**src/rtl/aec_pkg.sv**
```systemverilog
// Shared types and constants for the ASCII expression calculator.
package aec_pkg;

   localparam logic [2:0] OP_NONE = 3'd0;
   localparam logic [2:0] OP_ADD  = 3'd1;
   localparam logic [2:0] OP_SUB  = 3'd2;
   localparam logic [2:0] OP_MUL  = 3'd3;
   localparam logic [2:0] OP_DIV  = 3'd4;

   localparam logic [7:0] CHAR_ZERO  = 8'h30;
   localparam logic [7:0] CHAR_NINE  = 8'h39;
   localparam logic [7:0] CHAR_PLUS  = 8'h2B;
   localparam logic [7:0] CHAR_MINUS = 8'h2D;
   localparam logic [7:0] CHAR_STAR  = 8'h2A;
   localparam logic [7:0] CHAR_SLASH = 8'h2F;
   localparam logic [7:0] CHAR_SPACE = 8'h20;

   localparam int unsigned WORD_BITS = 32;

   typedef struct packed {
      logic       start;
      logic [2:0] op;
   } arith_req_type;

   typedef struct packed {
      logic idle;
      logic done;
      logic status;
   } arith_rsp_type;

endpackage

```
**src/rtl/aec_parse.sv**
```systemverilog
// Text parser that builds the two operands and the operator from incoming bytes.
module aec_parse import aec_pkg::*; (
   input  logic                  clock,
   input  logic                  reset,
   input  logic                  byte_valid,
   input  logic [7:0]            char_code,
   input  logic                  last_byte,
   output logic [WORD_BITS-1:0]  left_operand,
   output logic [WORD_BITS-1:0]  right_operand,
   output logic [2:0]            op_code
);

   logic [WORD_BITS-1:0] left_ff, left_in;
   logic [WORD_BITS-1:0] right_ff, right_in;
   logic [2:0]           op_ff, op_in;
   logic [WORD_BITS-1:0] acc_ff, acc_in;
   logic                 neg_ff, neg_in;
   logic                 seen_ff, seen_in;
   logic                 spaces_ff, spaces_in;
   logic                 abort_ff, abort_in;

   logic                 is_digit;
   logic [7:0]           digit;
   logic [WORD_BITS-1:0] signed_acc;
   logic [2:0]           code;

   assign is_digit   = (char_code >= CHAR_ZERO) && (char_code <= CHAR_NINE);
   assign digit      = char_code - CHAR_ZERO;
   assign signed_acc = neg_ff ? ({WORD_BITS{1'b0}} - acc_ff) : acc_ff;

   always_comb begin
      case (char_code)
         CHAR_PLUS:  code = OP_ADD;
         CHAR_MINUS: code = OP_SUB;
         CHAR_STAR:  code = OP_MUL;
         CHAR_SLASH: code = OP_DIV;
         default:    code = OP_NONE;
      endcase
   end

   always_comb begin
      left_in   = left_ff;
      right_in  = right_ff;
      op_in     = op_ff;
      acc_in    = acc_ff;
      neg_in    = neg_ff;
      seen_in   = seen_ff;
      spaces_in = spaces_ff;
      abort_in  = abort_ff;
      if (byte_valid) begin
         if (last_byte) begin
            if (!abort_ff) begin
               right_in = signed_acc;
            end
            acc_in    = '0;
            neg_in    = 1'b0;
            seen_in   = 1'b0;
            spaces_in = 1'b1;
            abort_in  = 1'b0;
         end else if (!abort_ff) begin
            if (is_digit) begin
               // The multiply by ten is two shifts and an add.
               acc_in    = (acc_ff << 3) + (acc_ff << 1)
                           + {{(WORD_BITS-8){1'b0}}, digit};
               spaces_in = 1'b0;
            end else if (char_code == CHAR_SPACE) begin
               acc_in = acc_ff;
            end else if (code == OP_NONE) begin
               abort_in = 1'b1;
            end else if (code == OP_SUB && spaces_ff) begin
               neg_in    = 1'b1;
               spaces_in = 1'b0;
            end else if (seen_ff) begin
               abort_in = 1'b1;
            end else begin
               op_in     = code;
               seen_in   = 1'b1;
               left_in   = signed_acc;
               acc_in    = '0;
               neg_in    = 1'b0;
               spaces_in = 1'b1;
            end
         end
      end
   end

   always_ff @(posedge clock) begin
      if (reset) begin
         left_ff   <= '0;
         right_ff  <= '0;
         op_ff     <= OP_NONE;
         acc_ff    <= '0;
         neg_ff    <= 1'b0;
         seen_ff   <= 1'b0;
         spaces_ff <= 1'b1;
         abort_ff  <= 1'b0;
      end else begin
         left_ff   <= left_in;
         right_ff  <= right_in;
         op_ff     <= op_in;
         acc_ff    <= acc_in;
         neg_ff    <= neg_in;
         seen_ff   <= seen_in;
         spaces_ff <= spaces_in;
         abort_ff  <= abort_in;
      end
   end

   assign left_operand  = left_ff;
   assign right_operand = right_ff;
   assign op_code       = op_ff;

endmodule

```
**src/rtl/aec_arith.sv**
```systemverilog
// Iterative arithmetic unit with one shared adder for add, subtract, multiply and divide.
module aec_arith import aec_pkg::*; (
   input  logic                  clock,
   input  logic                  reset,
   input  arith_req_type         req,
   input  logic [WORD_BITS-1:0]  left_operand,
   input  logic [WORD_BITS-1:0]  right_operand,
   input  logic                  ack,
   output arith_rsp_type         rsp,
   output logic [WORD_BITS-1:0]  value
);

   localparam int unsigned CNT_BITS = $clog2(WORD_BITS);
   localparam logic [CNT_BITS-1:0] CNT_LAST = CNT_BITS'(WORD_BITS - 1);

   localparam logic [1:0] ST_IDLE = 2'd0;
   localparam logic [1:0] ST_RUN  = 2'd1;
   localparam logic [1:0] ST_DONE = 2'd2;

   logic [1:0]           state_ff, state_in;
   logic [CNT_BITS-1:0]  cnt_ff, cnt_in;
   logic [2:0]           op_ff, op_in;
   logic [WORD_BITS-1:0] acc_ff, acc_in;
   logic [WORD_BITS-1:0] x_ff, x_in;
   logic [WORD_BITS-1:0] y_ff, y_in;
   logic                 neg_ff, neg_in;
   logic                 status_ff, status_in;

   logic [WORD_BITS:0]   add_a, add_b;
   logic                 add_sub;
   logic [WORD_BITS+1:0] sum;
   logic [WORD_BITS-1:0] left_mag, right_mag;

   assign left_mag  = left_operand[WORD_BITS-1]
                      ? ({WORD_BITS{1'b0}} - left_operand) : left_operand;
   assign right_mag = right_operand[WORD_BITS-1]
                      ? ({WORD_BITS{1'b0}} - right_operand) : right_operand;

   always_comb begin
      add_a   = {1'b0, left_operand};
      add_b   = {1'b0, right_operand};
      add_sub = (req.op == OP_SUB);
      if (state_ff == ST_RUN) begin
         add_b = {1'b0, x_ff};
         if (op_ff == OP_MUL) begin
            add_a   = {1'b0, acc_ff};
            add_sub = 1'b0;
         end else begin
            add_a   = {acc_ff, y_ff[WORD_BITS-1]};
            add_sub = 1'b1;
         end
      end
   end

   assign sum = {1'b0, add_a} + {1'b0, add_sub ? ~add_b : add_b}
                + {{(WORD_BITS+1){1'b0}}, add_sub};

   always_comb begin
      state_in  = state_ff;
      cnt_in    = cnt_ff;
      op_in     = op_ff;
      acc_in    = acc_ff;
      x_in      = x_ff;
      y_in      = y_ff;
      neg_in    = neg_ff;
      status_in = status_ff;
      case (state_ff)
         ST_IDLE: begin
            if (req.start) begin
               op_in     = req.op;
               cnt_in    = '0;
               status_in = 1'b0;
               neg_in    = 1'b0;
               y_in      = '0;
               case (req.op)
                  OP_ADD, OP_SUB: begin
                     acc_in   = sum[WORD_BITS-1:0];
                     state_in = ST_DONE;
                  end
                  OP_MUL: begin
                     acc_in   = '0;
                     x_in     = left_operand;
                     y_in     = right_operand;
                     state_in = ST_RUN;
                  end
                  OP_DIV: begin
                     acc_in = '0;
                     if (right_operand == '0) begin
                        status_in = 1'b1;
                        state_in  = ST_DONE;
                     end else begin
                        x_in     = right_mag;
                        y_in     = left_mag;
                        neg_in   = left_operand[WORD_BITS-1] ^ right_operand[WORD_BITS-1];
                        state_in = ST_RUN;
                     end
                  end
                  default: begin
                     op_in    = OP_NONE;
                     acc_in   = '0;
                     state_in = ST_DONE;
                  end
               endcase
            end
         end
         ST_RUN: begin
            if (op_ff == OP_MUL) begin
               if (y_ff[0]) begin
                  acc_in = sum[WORD_BITS-1:0];
               end
               x_in = x_ff << 1;
               y_in = y_ff >> 1;
            end else begin
               // Restoring division step: keep the difference when no borrow occurs.
               if (sum[WORD_BITS+1]) begin
                  acc_in = sum[WORD_BITS-1:0];
               end else begin
                  acc_in = add_a[WORD_BITS-1:0];
               end
               y_in = {y_ff[WORD_BITS-2:0], sum[WORD_BITS+1]};
            end
            cnt_in = cnt_ff + 1'b1;
            if (cnt_ff == CNT_LAST) begin
               state_in = ST_DONE;
            end
         end
         ST_DONE: begin
            if (ack) begin
               state_in = ST_IDLE;
            end
         end
         default: begin
            state_in = ST_IDLE;
         end
      endcase
   end

   always_ff @(posedge clock) begin
      if (reset) begin
         state_ff  <= ST_IDLE;
         cnt_ff    <= '0;
         op_ff     <= OP_NONE;
         status_ff <= 1'b0;
      end else begin
         state_ff  <= state_in;
         cnt_ff    <= cnt_in;
         op_ff     <= op_in;
         status_ff <= status_in;
      end
      acc_ff <= acc_in;
      x_ff   <= x_in;
      y_ff   <= y_in;
      neg_ff <= neg_in;
   end

   assign rsp.idle   = (state_ff == ST_IDLE);
   assign rsp.done   = (state_ff == ST_DONE);
   assign rsp.status = status_ff;
   assign value = (op_ff == OP_DIV)
                  ? (neg_ff ? ({WORD_BITS{1'b0}} - y_ff) : y_ff)
                  : acc_ff;

   assert property (@(posedge clock) disable iff (reset)
      req.start |-> state_ff == ST_IDLE)
      else $error("Operation started while the unit was busy.");

   assert property (@(posedge clock) disable iff (reset)
      (state_ff == ST_RUN && cnt_ff != CNT_LAST) |=> state_ff == ST_RUN)
      else $error("Iteration ended early.");

   assert property (@(posedge clock) disable iff (reset)
      (state_ff == ST_DONE && !ack) |=> state_ff == ST_DONE)
      else $error("Result dropped before it was taken.");

   assert property (@(posedge clock) disable iff (reset)
      (state_ff == ST_DONE && status_ff) |-> op_ff == OP_DIV)
      else $error("Error status set for an operation other than divide.");

endmodule

```
**src/rtl/ascii_expression_calculator.sv**
```systemverilog
// Top level of the ASCII expression calculator with stream handshakes and result register.
// A text byte (req_tuser low) is taken whenever the arithmetic unit is idle; an item with
// req_tuser high starts the operation. Add, subtract, no operator and divide by zero go
// straight to the DONE state, multiply and divide after the 32 iterations of the shared adder;
// the result then loads into the output register. A full output register delays the load, and
// no item is taken until the cycle after it. Synchronous active-high reset clears the parser.
module ascii_expression_calculator import aec_pkg::*; (
   input  logic                 clock,
   input  logic                 reset,
   input  logic                 req_tvalid,
   output logic                 req_tready,
   input  logic [7:0]           req_tdata,  // char_code
   input  logic                 req_tlast,  // last_byte
   input  logic                 req_tuser,  // mode
   output logic                 rsp_tvalid,
   input  logic                 rsp_tready,
   output logic [WORD_BITS-1:0] rsp_tdata,  // value
   output logic                 rsp_tuser   // status
);

   logic [WORD_BITS-1:0] left_operand;
   logic [WORD_BITS-1:0] right_operand;
   logic [2:0]           op_code;
   logic                 req_fire;
   logic                 ack;
   arith_req_type        arith_req;
   arith_rsp_type        arith_rsp;
   logic [WORD_BITS-1:0] arith_value;

   logic                 out_valid_ff, out_valid_in;
   logic [WORD_BITS-1:0] out_value_ff, out_value_in;
   logic                 out_status_ff, out_status_in;

   assign req_tready = arith_rsp.idle;
   assign req_fire   = req_tvalid && req_tready;

   assign arith_req.start = req_fire && req_tuser;
   assign arith_req.op    = op_code;

   aec_parse u_parse (
      .clock         (clock),
      .reset         (reset),
      .byte_valid    (req_fire && !req_tuser),
      .char_code     (req_tdata),
      .last_byte     (req_tlast),
      .left_operand  (left_operand),
      .right_operand (right_operand),
      .op_code       (op_code)
   );

   aec_arith u_arith (
      .clock         (clock),
      .reset         (reset),
      .req           (arith_req),
      .left_operand  (left_operand),
      .right_operand (right_operand),
      .ack           (ack),
      .rsp           (arith_rsp),
      .value         (arith_value)
   );

   assign ack = arith_rsp.done && (!out_valid_ff || rsp_tready);

   always_comb begin
      out_valid_in  = out_valid_ff;
      out_value_in  = out_value_ff;
      out_status_in = out_status_ff;
      if (rsp_tready) begin
         out_valid_in = 1'b0;
      end
      if (ack) begin
         out_valid_in  = 1'b1;
         out_value_in  = arith_value;
         out_status_in = arith_rsp.status;
      end
   end

   always_ff @(posedge clock) begin
      if (reset) begin
         out_valid_ff <= 1'b0;
      end else begin
         out_valid_ff <= out_valid_in;
      end
      out_value_ff  <= out_value_in;
      out_status_ff <= out_status_in;
   end

   assign rsp_tvalid = out_valid_ff;
   assign rsp_tdata  = out_value_ff;
   assign rsp_tuser  = out_status_ff;

endmodule
```
**config.mk**
```make
export PLATFORM = sky130hd
export DESIGN_NAME = ascii_expression_calculator
export DESIGN_NICKNAME = d
export VERILOG_FILES = /design/src/rtl/aec_pkg.sv /design/src/rtl/aec_parse.sv /design/src/rtl/aec_arith.sv /design/src/rtl/ascii_expression_calculator.sv
export SDC_FILE = /design/constraint.sdc
export NUM_CORES = 1
export LEC_CHECK = 0
export BUFFER_PORTS_ARGS = -buffer_cell sky130_fd_sc_hd__buf_2
export CAP_MARGIN = 20
export CORE_UTILIZATION = 40
export CTS_BUF_LIST = sky130_fd_sc_hd__clkbuf_16
export DETAILED_ROUTE_END_ITERATION = 6
export PLACE_DENSITY = 0.65
export SETUP_SLACK_MARGIN = 0.05
export SLEW_MARGIN = 20
export SYNTH_ARGS = -nofsm -noshare
export SYNTH_HDL_FRONTEND = slang
export SYNTH_SLANG_ARGS = --single-unit
export TNS_END_PERCENT = 10
```
**constraint.sdc**
```tcl
create_clock -name clock -period 4.4 [get_ports clock]
set_input_delay 0.22 -clock clock [delete_from_list [all_inputs] [get_ports clock]]
set_output_delay 0.22 -clock clock [all_outputs]
set_load 0.05 [all_outputs]
```
### Word level (Yosys, flattened, before mapping)

Cells that the tools add are included.

| operators by class | value |
|---|---|
| add/sub/neg operators | 10 |
| order comparisons | 2 |
| eq/ne operators | 33 |
| multiplexer cells | 75 |
| bitwise gates (word level) | 10 |
| reduce and logical (&&, ||, !) cells | 28 |

Operator list:

| kind | count |
|---|---|
| $mux 32 | 24 |
| $pmux 32 s2 | 5 |
| $sub 1x32->32 const A | 4 |
| $mux 33 | 3 |
| $eq 8x6->1 const B | 5 |
| $add 33x33->34 | 1 |
| $add 34x1->34 | 1 |
| $mux 1 | 33 |
| $not 32->33 | 1 |
| $add 32x32->32 | 1 |
| $add 32x8->32 | 1 |
| $logic_not 32->1 | 1 |
| $reduce_and 6->1 | 3 |
| $ne 2x2->1 const B | 8 |
| $eq 3x2->1 const B | 4 |
| $ne 3x2->1 const B | 4 |
| $pmux 3 s4 | 1 |
| $pmux 5 s2 | 1 |
| $reduce_and 5->1 | 2 |
| $ne 3x3->1 const B | 3 |
| $reduce_and 3->1 | 3 |
| $ge 8x6->1 const B | 1 |
| $le 8x6->1 const B | 1 |
| $mux 2 | 4 |
| 26 further kinds | 43 |

| word-level totals | value |
|---|---|
| flip-flop bits (word level) | 245 |
| bits of input ports | 14 |
| output and inout bits | 35 |
| word-level logic and storage cells | 177 |

### Depth between registers and ports, before layout

| depth | value |
|---|---|
| depth in word-level cells | 10 |
| mapped depth | 18 |
| mapped depth without buffers | 15 |

### Modules after synthesis

Synthesis repeated with hierarchy kept, for this count alone.

| second synthesis, totals | value |
|---|---|
| cell total of the unflattened synthesis | 2063 |
| area total of the unflattened synthesis | 17844.6 um^2 |

By module, submodules not included:

| module | instances | cells an instance | area each (um^2) | seq. area each (um^2) |
|---|---|---|---|---|
| aec_arith | 1 | 1281 | 10521.3 | 3133.0 |
| aec_parse | 1 | 741 | 6263.5 | 2062.0 |
| ascii_expression_calculator | 1 | 41 | 1059.8 | 1011.0 |

### Worst setup path before layout

No wires, ideal clock.

| timing | value |
|---|---|
| path kind | register to register |
| start | register u_arith.op_ff[2] |
| end | register u_arith.acc_ff[10] (data pin) |
| setup time | 257 ps |
| arrival time | 3998 ps |
| data required time | 4143 ps |
| path slack | 145 ps |
| stages on the path, launching flop included | 17 |
| buffers on the path | 4 |
| period minus slack after synthesis | 4255 ps |
| path through | dfxtp_1 nand3b_1 clkbuf_1 clkbuf_1 buf_1 mux2i_1 o21ai_0 ha_1 a21oi_1 o21ai_0 a31o_2 a21oi_1 o221ai_1 a31oi_1 o21ai_0 clkbuf_1 a32o_1 |

| between the ends | value |
|---|---|
| word-level cells in the longest chain between the ends | 9 |
| elaborated cells on any way between the ends | 14 |
| those cells by class | 2 x add/sub; 1 x eq/ne; 11 x mux |

Ends and longest elaborated chain:

| item | RTL line | source |
|---|---|---|
| start, declared | aec_arith.sv:22 | `logic [2:0] op_ff, op_in;` |
| start signal, assigned | aec_arith.sv:147 | `op_ff <= op_in;` |
| $eq 3x2->1 * | aec_arith.sv:45, aec_arith.sv:107 |  |
| $mux 1 | aec_arith.sv:45 | `if (op_ff == OP_MUL) begin` |
| $mux 1 | aec_arith.sv:43 | `if (state_ff == ST_RUN) begin` |
| $mux 33 | aec_arith.sv:55 | `assign sum = {1'b0, add_a} + {1'b0, add_sub ? ~add_b : add_b}` |
| $add 33x33->34 | aec_arith.sv:55 |  |
| $add 34x1->34 | aec_arith.sv:56 | `+ {{(WORD_BITS+1){1'b0}}, add_sub};` |
| $mux 32, on equally long branches | aec_arith.sv:115, aec_arith.sv:75, aec_arith.sv:108 |  |
| $mux 32, on equally long branches | aec_arith.sv:107, aec_arith.sv:69 |  |
| $pmux 32 s2 * | aec_arith.sv:67 | `case (state_ff)` |
| via u_arith.acc_in[10] | aec_arith.sv:23 | `logic [WORD_BITS-1:0] acc_ff, acc_in;` |
| end signal, assigned | aec_arith.sv:150 | `acc_ff <= acc_in;` |
| end, declared | aec_arith.sv:23 |  |

Mark *: on every way through the listed nets, which the timed path passes. The rest lies on a longest branch. The select of a mux whose other input is x is not followed.
A chain may end at the register's enable or synchronous reset.

### Final worst setup path

| timing | value |
|---|---|
| start | register u_arith.state_ff[0] |
| end | register u_arith.acc_ff[30] (data pin) |

| between the ends | value |
|---|---|
| word-level cells in the longest chain between the ends | 9 |
| elaborated cells on any way between the ends | 15 |
| those cells by class | 2 x add/sub; 1 x eq/ne; 10 x mux; 1 x bitwise; 1 x reduce/logical |

Ends and longest elaborated chain:

| item | RTL line | source |
|---|---|---|
| start, declared | aec_arith.sv:20 | `logic [1:0] state_ff, state_in;` |
| start signal, assigned | aec_arith.sv:145 | `state_ff <= state_in;` |
| $eq 2x1->1 | aec_arith.sv:43, aec_arith.sv:67 |  |
| $mux 32 | aec_arith.sv:43 |  |
| $not 32->33 | aec_arith.sv:55 |  |
| $mux 33 | aec_arith.sv:55 |  |
| $add 33x33->34 | aec_arith.sv:55 |  |
| $add 34x1->34 | aec_arith.sv:56 |  |
| $mux 32, on equally long branches | aec_arith.sv:115, aec_arith.sv:75, aec_arith.sv:108 |  |
| $mux 32, on equally long branches | aec_arith.sv:107, aec_arith.sv:69 |  |
| $pmux 32 s2 * | aec_arith.sv:67 |  |
| via u_arith.acc_in[30] | aec_arith.sv:23 |  |

Marks and branches as above.

==> metrics.txt <==
crit-path max cell delay roughly 0.47 ns; routability cong. 0.976; Power Density approximately 270 nW/µm²; vias in the first global route 13800; WL final around 46000 µm; design area 19400 µm²; IO Count 49; crit path kind reg2reg; router iterations before antenna repair 5; warning count from the yosys run 0; Req. time, crit path 4.67 ns; Vias ~15000; critical path cell sequence nor2b_4 > nor3_1 > a21oi_4 > xor2_1 > inv_1 > fa_1 > nand2b_1 > a21o_1 > a211oi_1 > buf_4 > o211ai_1 > a31oi_2 > o221ai_1 > o2111ai_1 > xnor2_1 > o22ai_1; post-synthesis sequential area ratio 35.5%; GRT Util Overall 20.6%; chip height 211 µm; vias per cell around 5.7; Setup Skew 0.0272 ns; Worst setup EP type flop; CTS tree done; initial antenna violation count 1; clock slew at reported path FFs 0.07 ns; FILL cells 4141; worst slew pin tran just over 1 ns; Die ar. 44600 µm²; MaxCap Viol Count 0; Post-synth EDFFs 130; Nets roughly 2100; RSZ-0062 raised after global routing no; commonest non-fill, non-tap cells in the layout nor2_1, nand2_1, xor2_1; ANT nets after route 0; ys async rst share 0%; FP Rows 76; CORE AREA 43100 µm²; Rel. slew slack 31.5%; status completed; Syn Inst Count 1997; Synth Flop Type edfxtp_1; chip width 211 µm; drt first-iter violations 1153; GRT overflow 0; Leak Pwr 8.00 nW; Post-Syn Nets about 2100; final hold viol count 0; TNS Setup 0 ns; Syn Std Cell Area 17500 µm²; maximum clock rate 242 MHz; Clock Tree Buf Depth 3; H-tree Lvls 1; area of placed instances 18500 µm²; commonest non-fill, non-tap cell in the layout nor2_1; first-pass GRT wire length 75000 µm; Final period util 93.9%; overall power 5.25 mW; routed len/inst 17.8 µm; proportion of layout cells with a drive suffix above 1 9.01%; CTS buffer count 27; post-layout min period 4.13 ns; Port Buffers 48; later-pin clock latency in the skew report 0.55 ns; Max rail drop VDD 0.000265 V; Detailed Place HPWL 34600 µm; Max stage delay cell, worst path fa_1; Root Buffer clkbuf_16; Post-route DRC 0; Worst Path Arrival 4.40 ns; count of cell types in the netlist 65; #FFs+latches synth ~250; pin count of the biggest net entering global routing 69; fin. max-slew vios 0; Area Overhead vs Synth 11.2%; Worst Setup Start Kind flop; Hold WC Path Type in2reg; Sink Count 245; initial core utilization 40.6%; endpoints failing setup 0; Avg Inst Size Synth a little under 9 µm²; Worst Path Max Fanout 7; # diodes 0
[final cells by class]
cell class | count | area, µm² | share of cell area, %
flip-flops and latches | 245 | 6210 | 31.9
clock inverters | 20 | 141 | 0.727
repair buffers | 106 | 759 | 3.91
clock buffers | 29 | 726 | 3.73
well taps | 585 | 732 | 3.76
inverters | 46 | 173 | 0.888
multi-input cells | 1575 | 10700 | 55.0
[sequential cells by signal, summed over array words and instances (netlist names)]
signal and cells:
rsp_tdata 32, u_arith.acc_ff 32, u_arith.x_ff 32, u_arith.y_ff 32, u_parse.acc_ff 32, u_parse.left_operand 32, u_parse.right_operand 32, u_arith.cnt_ff 5
u_arith.op_ff 3, u_parse.op_code 3, u_arith.state_ff 2, rsp_tuser 1, rsp_tvalid 1, u_arith.neg_ff 1, u_arith.status_ff 1, u_parse.abort_ff 1
u_parse.neg_ff 1, u_parse.seen_ff 1, u_parse.spaces_ff 1
[synthesized netlist by cell type, types with 17 or more instances]
master | n | area (µm²)
nor2_1 | 198 | 743
nand2_1 | 166 | 623
o21ai_0 | 150 | 751
xor2_1 | 149 | 1310
a21oi_1 | 134 | 671
edfxtp_1 | 130 | 3900
clkbuf_1 | 117 | 439
dfxtp_1 | 115 | 2300
ha_1 | 94 | 1180
mux2i_1 | 76 | 761
a211oi_1 | 70 | 526
xnor2_1 | 58 | 508
inv_1 | 46 | 173
o31ai_1 | 42 | 315
a21o_1 | 37 | 278
a22oi_1 | 34 | 255
nand3_1 | 31 | 155
o22ai_1 | 31 | 194
a21boi_0 | 30 | 225
or3_1 | 29 | 181
a32o_1 | 22 | 220
nand2b_1 | 19 | 119
or4_1 | 19 | 143
nor2b_1 | 17 | 106
[what timing repair did]
action,CTS,global route
setup endpoints to repair,0,32
resized for setup,0,9
hold buffers,2,0
buffers inserted,0,6
hold endpoints to repair,2,0
[cell families (layout without fill, tap and decap cells)]
| group | Yosys count | count (layout) | synth area share [%] |
|---|---|---|---|
| AND/OR/NAND/NOR | 557 | 558 | 14.8 |
| XOR/XNOR | 207 | 207 | 10.4 |
| multiplexers | 78 | 78 | 4.48 |
| buffers and inverters | 178 | 201 | 3.84 |
| flip-flops | 245 | 245 | 35.5 |
| AO/OA/AOI/OAI | 631 | 631 | 23.5 |
| adder cells (fa/ha/maj) | 101 | 101 | 7.52 |
[power breakdown]
part | switching (mW) | internal, mW | total [mW]
Combinational | 0.318 | 0.172 | 0.490
Sequential | 0.0810 | 2.46 | 2.54
Clock | 0.965 | 1.26 | 2.22
Total | 1.36 | 3.89 | 5.25
[worst max-delay path: cells and delay by family (launching register included)]
| kind | cells | cell delay [ns] |
|---|---|---|
| compound gates | 8 | 1.60 |
| xor+xnor | 2 | 0.40 |
| fa+ha+maj | 1 | 0.47 |
| buf+inv | 2 | 0.25 |
| flops | 1 | 0.39 |
| simple gates | 3 | 0.73 |
[stage by stage]
| stage | util (%) | hold slack, ns | worst slack (ns) | instances |
|---|---|---|---|---|
| 2_1_floorplan | - | 0.368 | 0.145 | 1997 |
| 3_3_place_gp | 42.9 | 0.413 | 0.289 | 2548 |
| 3_5_place_dp | 42.9 | 0.421 | 0.189 | 2548 |
| 4_1_cts | 44.9 | 0.0933 | 0.168 | 2599 |
| 5_1_grt | 45.1 | 0.104 | 0.0522 | 2606 |
| 6_report | 45.1 | 0.104 | 0.267 | 2606 |
[metal layers]
metal | vias up | part of all wire [%] | GRT usage (%)
li1 | 7393 | - | -
met1 | 6953 | 48 | 30.6
met2 | 427 | 44 | 32.3
met3 | 50 | 6.9 | 2.35
met4 | 2 | 1.3 | 3.40
met5 | - | 0.017 | 0
[worst paths after layout]
kind / startpoint / to / slack, ns / depth (start not counted)
worst max-delay path: u_arith.state_ff[0] / u_arith.acc_ff[30] / 0.27 / 16
worst min-delay path: req_tuser / u_parse.seen_ff / 0.10 / 3
worst max register to register: u_arith.state_ff[0] / u_arith.acc_ff[30] / 0.27 / 16
worst min register to register: u_arith.status_ff / rsp_tuser / 0.44 / 0
Note: power is estimated with default switching activity, not from simulation.
